===== src/hw/rtl/dnle_pkg.sv =====
// Package for the DNS name label encoder.
// Holds label store sizing, the label separator code and the cell control struct.
// No dependencies.
package dnle_pkg;

  localparam int MAX_LABEL = 32;
  localparam int CNT_W     = $clog2(MAX_LABEL + 1);

  localparam logic [7:0] DOT_CHAR  = 8'h2E;
  localparam logic [7:0] ZERO_BYTE = 8'h00;

  // Shift controls broadcast to every cell of the label chain
  typedef struct packed {
    logic wr;   // append one character at the first free cell
    logic rd;   // shift every cell one place toward the head
  } cell_ctl_t;

endpackage


===== src/hw/rtl/dnle_if.sv =====
// Valid/ready channel interfaces of the DNS name label encoder.
// Depends on nothing; payload widths follow the encoder's item fields.
interface dnle_in_if;
  logic       valid;
  logic       ready;
  logic [7:0] ch;
  logic       name_end;

  modport source (output valid, output ch, output name_end, input ready);
  modport sink   (input valid, input ch, input name_end, output ready);
endinterface

interface dnle_out_if;
  logic       valid;
  logic       ready;
  logic [7:0] out_byte;
  logic       run_last;
  logic       name_done;
  logic       overflow;

  modport source (output valid, output out_byte, output run_last, output name_done,
                  output overflow, input ready);
  modport sink   (input valid, input out_byte, input run_last, input name_done,
                  input overflow, output ready);
endinterface


===== src/hw/rtl/dnle_cell.sv =====
// One cell of the label chain: a character byte and its occupied flag.
// Depends on dnle_pkg for the control struct.
module dnle_cell
  import dnle_pkg::*;
(
  input  logic       clk,
  input  logic       rst_n,
  input  cell_ctl_t  ctl,
  input  logic [7:0] wr_data,
  input  logic       prev_occ,
  input  logic [7:0] next_data,
  input  logic       next_occ,
  output logic [7:0] data,
  output logic       occ
);

  logic [7:0] data_r;
  logic       occ_r;
  logic       take_wr;

  // Claim the write when this is the first free cell
  assign take_wr = ctl.wr && !occ_r && prev_occ;

  // Occupied flag: set on append, follow the neighbor on a shift
  always_ff @(posedge clk) begin
    if (!rst_n) begin
      occ_r <= 1'b0;
    end else if (ctl.rd) begin
      occ_r <= next_occ;
    end else if (take_wr) begin
      occ_r <= 1'b1;
    end
  end

  // Character byte: load on append, take the neighbor's byte on a shift
  always_ff @(posedge clk) begin
    if (ctl.rd) begin
      data_r <= next_data;
    end else if (take_wr) begin
      data_r <= wr_data;
    end
  end

  assign data = data_r;
  assign occ  = occ_r;

endmodule


===== src/hw/rtl/dnle_chain.sv =====
// Label store built as a row of dnle_cell instances; reads come off the head cell.
// Depends on dnle_pkg and dnle_cell.
module dnle_chain
  import dnle_pkg::*;
(
  input  logic                 clk,
  input  logic                 rst_n,
  input  cell_ctl_t            ctl,
  input  logic [7:0]           wr_data,
  output logic [7:0]           head_data,
  output logic [MAX_LABEL-1:0] occ
);

  logic [7:0] data_a [MAX_LABEL];
  logic [7:0] nxt_data_a [MAX_LABEL];
  logic [MAX_LABEL-1:0] prev_occ;
  logic [MAX_LABEL-1:0] nxt_occ;

  // Wire each cell to its neighbors; the ends see a full head and an empty tail
  genvar gi;
  generate
    for (gi = 0; gi < MAX_LABEL; gi++) begin : g_cell
      if (gi == 0) begin : g_head
        assign prev_occ[gi] = 1'b1;
      end else begin : g_body
        assign prev_occ[gi] = occ[gi-1];
      end
      if (gi == MAX_LABEL - 1) begin : g_tail
        assign nxt_data_a[gi] = ZERO_BYTE;
        assign nxt_occ[gi]    = 1'b0;
      end else begin : g_link
        assign nxt_data_a[gi] = data_a[gi+1];
        assign nxt_occ[gi]    = occ[gi+1];
      end

      dnle_cell u_cell (
        .clk       (clk),
        .rst_n     (rst_n),
        .ctl       (ctl),
        .wr_data   (wr_data),
        .prev_occ  (prev_occ[gi]),
        .next_data (nxt_data_a[gi]),
        .next_occ  (nxt_occ[gi]),
        .data      (data_a[gi]),
        .occ       (occ[gi])
      );
    end
  endgenerate

  assign head_data = data_a[0];

endmodule


===== src/hw/rtl/dns_name_label_encoder_unit.sv =====
// Top level of the DNS name label encoder: sequencer, label counter and output register.
// Depends on dnle_pkg, dnle_if and dnle_chain.
//
//  channel  | dir | interface   | payload
//  in_chan  | in  | dnle_in_if  | ch[7:0], name_end
//  out_chan | out | dnle_out_if | out_byte[7:0], run_last, name_done, overflow
//
// A character other than '.' that does not end the name gives no result. A label
// is sent as one byte a cycle while the output is not stalled: length byte, then the
// label bytes shifted off the head of the cell chain, then the zero terminator
// when the name ends. Input is taken only while the sequencer is idle; a stalled
// output holds the output register and the sequencer. A synchronous reset empties
// the chain.
module dns_name_label_encoder_unit
  import dnle_pkg::*;
(
  input  logic              clk,
  input  logic              rst_n,
  dnle_in_if.sink           in_chan,
  dnle_out_if.source        out_chan
);

  typedef enum logic [3:0] {
    S_IDLE = 4'b0001,
    S_LEN  = 4'b0010,
    S_DATA = 4'b0100,
    S_TERM = 4'b1000
  } state_t;

  state_t              state_r, state_nxt;
  logic [CNT_W-1:0]    count_r, count_nxt;
  logic                ovf_r, ovf_nxt;
  logic                last_r, last_nxt;
  logic                out_valid_r, out_valid_nxt;
  logic [7:0]          out_byte_r, out_byte_nxt;
  logic                run_last_r, run_last_nxt;
  logic                done_r, done_nxt;
  logic                ovf_out_r, ovf_out_nxt;

  logic                in_acc;
  logic                emit;
  logic                is_dot;
  logic                full;
  cell_ctl_t           ctl;
  logic [7:0]          head_data;
  logic [MAX_LABEL-1:0] occ;

  assign in_chan.ready = (state_r == S_IDLE);
  assign in_acc        = in_chan.valid && in_chan.ready;
  assign is_dot        = (in_chan.ch == DOT_CHAR);
  assign full          = (count_r == CNT_W'(MAX_LABEL));
  assign emit          = (state_r != S_IDLE) && (!out_valid_r || out_chan.ready);

  dnle_chain u_chain (
    .clk       (clk),
    .rst_n     (rst_n),
    .ctl       (ctl),
    .wr_data   (in_chan.ch),
    .head_data (head_data),
    .occ       (occ)
  );

  // Sequence: hold characters, then send length, label bytes and, at name end, terminator
  always_comb begin
    state_nxt    = state_r;
    count_nxt    = count_r;
    ovf_nxt      = ovf_r;
    last_nxt     = last_r;
    ctl          = '{wr: 1'b0, rd: 1'b0};
    out_byte_nxt = out_byte_r;
    run_last_nxt = run_last_r;
    done_nxt     = done_r;
    ovf_out_nxt  = ovf_out_r;

    unique case (state_r)
      S_IDLE: begin
        if (in_acc) begin
          if (!is_dot) begin
            if (!full) begin
              ctl.wr    = 1'b1;
              count_nxt = count_r + CNT_W'(1);
            end else begin
              ovf_nxt = 1'b1;
            end
          end
          if (is_dot || in_chan.name_end) begin
            last_nxt  = in_chan.name_end;
            state_nxt = S_LEN;
          end
        end
      end
      S_LEN: begin
        if (emit) begin
          out_byte_nxt = 8'(count_r);
          run_last_nxt = (count_r == '0) && !last_r;
          done_nxt     = 1'b0;
          ovf_out_nxt  = ovf_r;
          if (count_r != '0) begin
            state_nxt = S_DATA;
          end else if (last_r) begin
            state_nxt = S_TERM;
          end else begin
            state_nxt = S_IDLE;
          end
        end
      end
      S_DATA: begin
        if (emit) begin
          ctl.rd       = 1'b1;
          count_nxt    = count_r - CNT_W'(1);
          out_byte_nxt = head_data;
          run_last_nxt = (count_r == CNT_W'(1)) && !last_r;
          done_nxt     = 1'b0;
          ovf_out_nxt  = ovf_r;
          if (count_r == CNT_W'(1)) begin
            state_nxt = last_r ? S_TERM : S_IDLE;
          end
        end
      end
      S_TERM: begin
        if (emit) begin
          out_byte_nxt = ZERO_BYTE;
          run_last_nxt = 1'b1;
          done_nxt     = 1'b1;
          ovf_out_nxt  = ovf_r;
          ovf_nxt      = 1'b0;
          count_nxt    = '0;
          state_nxt    = S_IDLE;
        end
      end
      default: begin
        state_nxt = S_IDLE;
      end
    endcase
  end

  // Hold a result until the sink takes it
  assign out_valid_nxt = emit || (out_valid_r && !out_chan.ready);

  // Control state
  always_ff @(posedge clk) begin
    if (!rst_n) begin
      state_r     <= S_IDLE;
      count_r     <= '0;
      ovf_r       <= 1'b0;
      last_r      <= 1'b0;
      out_valid_r <= 1'b0;
    end else begin
      state_r     <= state_nxt;
      count_r     <= count_nxt;
      ovf_r       <= ovf_nxt;
      last_r      <= last_nxt;
      out_valid_r <= out_valid_nxt;
    end
  end

  // Output payload
  always_ff @(posedge clk) begin
    out_byte_r <= out_byte_nxt;
    run_last_r <= run_last_nxt;
    done_r     <= done_nxt;
    ovf_out_r  <= ovf_out_nxt;
  end

  assign out_chan.valid     = out_valid_r;
  assign out_chan.out_byte  = out_byte_r;
  assign out_chan.run_last  = run_last_r;
  assign out_chan.name_done = done_r;
  assign out_chan.overflow  = ovf_out_r;

`ifndef SYNTHESIS
  a_count_range: assert property (@(posedge clk) disable iff (!rst_n)
    count_r <= CNT_W'(MAX_LABEL))
    else $error("label count beyond store capacity");

  a_chain_matches_count: assert property (@(posedge clk) disable iff (!rst_n)
    $countones(occ) == int'(count_r))
    else $error("cell chain occupancy differs from label count");

  a_term_clears: assert property (@(posedge clk) disable iff (!rst_n)
    (emit && state_r == S_TERM) |=> (!ovf_r && count_r == '0 && state_r == S_IDLE))
    else $error("name end did not clear label state");

  a_done_is_last: assert property (@(posedge clk) disable iff (!rst_n)
    (out_valid_r && done_r) |-> (run_last_r && out_byte_r == ZERO_BYTE))
    else $error("terminator not marked as last result");
`endif

endmodule

===== src/flat_wrapper.sv =====
// flat-port wrapper written by rule: the top's interface ports become plain ports
module dns_name_label_encoder_unit_flat import dnle_pkg::*;
  (clk, rst_n, in_chan_valid, in_chan_ch, in_chan_name_end, in_chan_ready, out_chan_valid, out_chan_out_byte, out_chan_run_last, out_chan_name_done, out_chan_overflow, out_chan_ready);
  dnle_in_if in_chan_i ();
  dnle_out_if out_chan_i ();
  input  logic clk;
  input  logic rst_n;
  input wire logic [$bits(in_chan_i.valid)-1:0] in_chan_valid;
  input wire logic [$bits(in_chan_i.ch)-1:0] in_chan_ch;
  input wire logic [$bits(in_chan_i.name_end)-1:0] in_chan_name_end;
  output wire logic [$bits(in_chan_i.ready)-1:0] in_chan_ready;
  output wire logic [$bits(out_chan_i.valid)-1:0] out_chan_valid;
  output wire logic [$bits(out_chan_i.out_byte)-1:0] out_chan_out_byte;
  output wire logic [$bits(out_chan_i.run_last)-1:0] out_chan_run_last;
  output wire logic [$bits(out_chan_i.name_done)-1:0] out_chan_name_done;
  output wire logic [$bits(out_chan_i.overflow)-1:0] out_chan_overflow;
  input wire logic [$bits(out_chan_i.ready)-1:0] out_chan_ready;
  assign in_chan_i.valid = in_chan_valid;
  assign in_chan_i.ch = in_chan_ch;
  assign in_chan_i.name_end = in_chan_name_end;
  assign in_chan_ready = in_chan_i.ready;
  assign out_chan_valid = out_chan_i.valid;
  assign out_chan_out_byte = out_chan_i.out_byte;
  assign out_chan_run_last = out_chan_i.run_last;
  assign out_chan_name_done = out_chan_i.name_done;
  assign out_chan_overflow = out_chan_i.overflow;
  assign out_chan_i.ready = out_chan_ready;
  dns_name_label_encoder_unit u_core (.clk(clk), .rst_n(rst_n), .in_chan(in_chan_i), .out_chan(out_chan_i));
endmodule

===== config.mk =====
export PLATFORM = sky130hd
export DESIGN_NAME = dns_name_label_encoder_unit_flat
export DESIGN_NICKNAME = d
export VERILOG_FILES = /design/src/hw/rtl/dnle_pkg.sv /design/src/hw/rtl/dnle_if.sv /design/src/hw/rtl/dnle_cell.sv /design/src/hw/rtl/dnle_chain.sv /design/src/hw/rtl/dns_name_label_encoder_unit.sv /design/src/flat_wrapper.sv
export SDC_FILE = /design/constraint.sdc
export NUM_CORES = 1
export LEC_CHECK = 0
export ABC_AREA = 1
export BUFFER_PORTS_ARGS = -buffer_cell sky130_fd_sc_hd__buf_2
export CORE_AREA = 2 2 162 164
export CTS_BUF_LIST = sky130_fd_sc_hd__clkbuf_8
export DETAILED_ROUTE_END_ITERATION = 10
export DIE_AREA = 0 0 164 166
export HOLD_SLACK_MARGIN = 0.06
export PLACE_DENSITY = 0.79
export SLEW_MARGIN = 10
export SYNTH_ARGS = -nofsm -noshare
export SYNTH_HDL_FRONTEND = slang
export SYNTH_SLANG_ARGS = --single-unit
export TNS_END_PERCENT = 50

===== constraint.sdc =====
create_clock -name clk -period 6.15 [get_ports clk]
set_clock_uncertainty 0.15 [all_clocks]
set_input_delay 0 -clock clk [delete_from_list [all_inputs] [get_ports clk]]
set_output_delay 0 -clock clk [all_outputs]
set_load 0.1 [all_outputs]

==> flow_metrics.tcl <==
set metrics [dict create \
    outcome "complete, no violations" \
    required_ps 6180 \
    clkTransAtPathRegs_ps 60 \
    cts_max_level 2 \
    p_leak_nw 6.22 \
    cts_made_buffers 49 \
    die_x_um 164 \
    nets 1390 \
    dpl.hpwl_um 14400 \
    multiInputGateArea_um2 3530 \
    worstMarginPinSlew_ps 1080 \
    portBuffers 25 \
    crit_type "reg -> reg" \
    end_kind "flip-flop" \
    crit_chain "inv_2 -> nor2_1 -> nand2_2 -> nor2_8 -> inv_2 -> buf_4 -> o21ai_0" \
    critPathMaxStageDelay_ps 880 \
    synth_cells 1334 \
    grt_pass1_vias 8596 \
    syn_avg_cell_area_um2 9.85 \
    yosysMostFrequentCell "nand2_1" \
    ys_warn_count 0 \
    viasPerCell 5.23 \
    cpMaxStageDelayCell "nor2_8" \
    synth_fp_nets 1351 \
    maxCapViolCount 0 \
    clock.fmax_mhz 264 \
    grt_antenna_before_repair 0 \
    grt_max_degree 109 \
    syn_area_um2 13100 \
    postCtsHoldBufs 30 \
    cts_tree "yes" \
    yosysSeqAreaShare_pct 67.3 \
    synthArstFlopShare_pct 0 \
    globalplace.congestion 0.846 \
    routed_wl_um 25700 \
    hp-class "in -> reg" \
    diodes 0 \
    ios 26 \
    post_cts.repair.setup_buffers 0 \
    track_usage_pct 19.2 \
    drive_above_1_share_pct 8.07 \
    fill_cells 2042 \
    cp_top_family "simple AND/OR/NAND/NOR gates" \
    synth_edf_count 259 \
    dominantRegCellSynth "edfxtp_1" \
    ctsResizeCount 0 \
    cts_num_sinks 312 \
    coreArea_um2 25600 \
    synth-seq-cells 312 \
    cp_max_fo 85 \
    cp_data_arrival_time_ps 3810 \
    slew_viol_final 0 \
    ir_drop_uv 188 \
    finalSetupViolCount 0 \
    hold_viol_final 0 \
    num_rows 59 \
    synth_largest_area_cell "edfxtp_1" \
    finalCritPeriodShare_pct 61.5 \
    cts-root-buf "clkbuf_8" \
    max_slew_margin_pct 28.2 \
    insertion_delay_ps 560 \
    initial_core_util_pct 51.3 \
    overflow 0 \
    die_area_um2 27200 \
    rsz0062_at_grt "no" \
    drc_errors 0 \
    path_common_cell "inv_2" \
    synthTopCellsByCount "nand2_1 (628), edfxtp_1 (259), inv_1 (103)" \
    placedInstanceArea_um2 13400 \
    drtIter0Drc 870 \
    cp-start-kind "flip-flop" \
    dr.pass1.iters 6 \
    ff_latch_area_um2 8840 \
    ys_types 31 \
    layout_min_cycle_time_ps 3780 \
    ant_nets 0 \
    synthTopCellsByArea "edfxtp_1 (59%), nand2_1 (18%), dfxtp_1 (8.1%)" \
    synth_top_cell_area_share_pct 59.2 \
    power.density_nw_per_um2 346 \
    dieHeight_um 166 \
    critPathBufInv 3 \
    finalInstanceArea_um2 14600 \
    cts.path.max_buffers 3 \
    syn_to_final_growth_pct 10.9 \
    grt_pass1_wl_um 42200 \
    setup_tns_ps 0 \
    num_vias 9135 \
    wire_per_inst_um 14.7 \
]
[worst register-to-register path: stages (launching register included)]
cell,delay (ps)
dfxtp_1,410
inv_2,60
nor2_1,170
nand2_2,240
nor2_8,880
inv_2,560
buf_4,450
o21ai_0,480
[metal layers]
metal,wire [um],track usage [%],up-vias,part of all wire (%)
met5,0,0,-,0
met4,667,6.52,0,2.6
met3,1450,3.97,57,5.6
met2,12300,30.9,288,48
met1,11300,26.1,4391,44
li1,-,-,4399,-
[layout make-up]
class,count,share of cell area (%)
flip-flops and latches,312,60.7
multi-input cells,841,24.2
clock buffers,55,5.20
repair buffers,63,3.33
well taps,335,2.88
inverters,106,2.73
clock inverters,35,1.00
[registers in the layout, summed over array words and instances (netlist names)]
name / count
u_core.state_r: 4
u_core.count_r: 6
u_core.ovf_r: 1
u_core.u_chain.g_cell.u_cell.data: 256
u_core.out_chan.run_last: 1
u_core.out_chan.out_byte: 8
u_core.out_chan.name_done: 1
u_core.out_chan.overflow: 1
u_core.last_r: 1
u_core.u_chain.g_cell.u_cell.occ: 32
u_core.out_chan.valid: 1
[through the flow]
stage               utilization (%)  worst slack [ps]  hold WS, ps  cells  power, mW
floorplan                         -              3570        -24.9   1334       3.23
global placement               52.2              2540          115   1627       3.37
detailed placement             52.2              2390          123   1627       3.41
CTS                            56.9              2380          155   1747       5.05
global route                   56.9              2030          186   1747       5.28
finish                         56.9              2370          194   1747       5.04
[power by group]
| group | internal [mW] | switching, mW | leakage, nW |
|---|---|---|---|
| Sequential | 2.51 | 0.0778 | 2.77 |
| Combinational | 0.241 | 0.596 | 2.92 |
| Clock | 0.819 | 0.790 | 0.527 |
| Total | 3.57 | 1.46 | 6.22 |
[cell usage in the layout, fill, tap and decap left out, drive strengths merged]
cell         count
inv            123
a21oi           39
buf             33
clkinv          17
dlygate4sd3     30
o21bai           1
nor3             1
edfxtp         259
ha               4
clkbuf          55
o21ai           22
nand2          637
o22ai            1
xnor2            2
nand4           32
clkinvlp         1
nand3b           1
nand3           44
xor2             1
nor2            54
o211ai           2
dfxtp           53
[final timing paths]
| kind | from | to | slack (ps) | depth (start not counted) |
|---|---|---|---|---|
| setup / recovery | u_core.state_r[2] | u_core.u_chain.g_cell[0].u_cell.data[4] | 2370 | 7 |
| hold reg to reg | u_core.ovf_r | u_core.out_chan.overflow | 280 | 0 |
| hold / removal | rst_n | u_core.count_r[3] | 190 | 4 |
| setup reg to reg | u_core.state_r[2] | u_core.u_chain.g_cell[0].u_cell.data[4] | 2370 | 7 |
[cell families (layout without fill, tap and decap cells)]
family / count (synthesis) / count (layout) / share of synthesized area (%)
and+or+nand+nor: 769 / 769 / 23.7
xor gates and xnor gates: 3 / 3 / 0.200
buffers and inverters: 181 / 259 / 5.89
AOI/OAI and AO/OA: 65 / 65 / 2.54
adders and majority gates: 4 / 4 / 0.381
DFF: 312 / 312 / 67.3
Power figures use the tool's default switching activity.
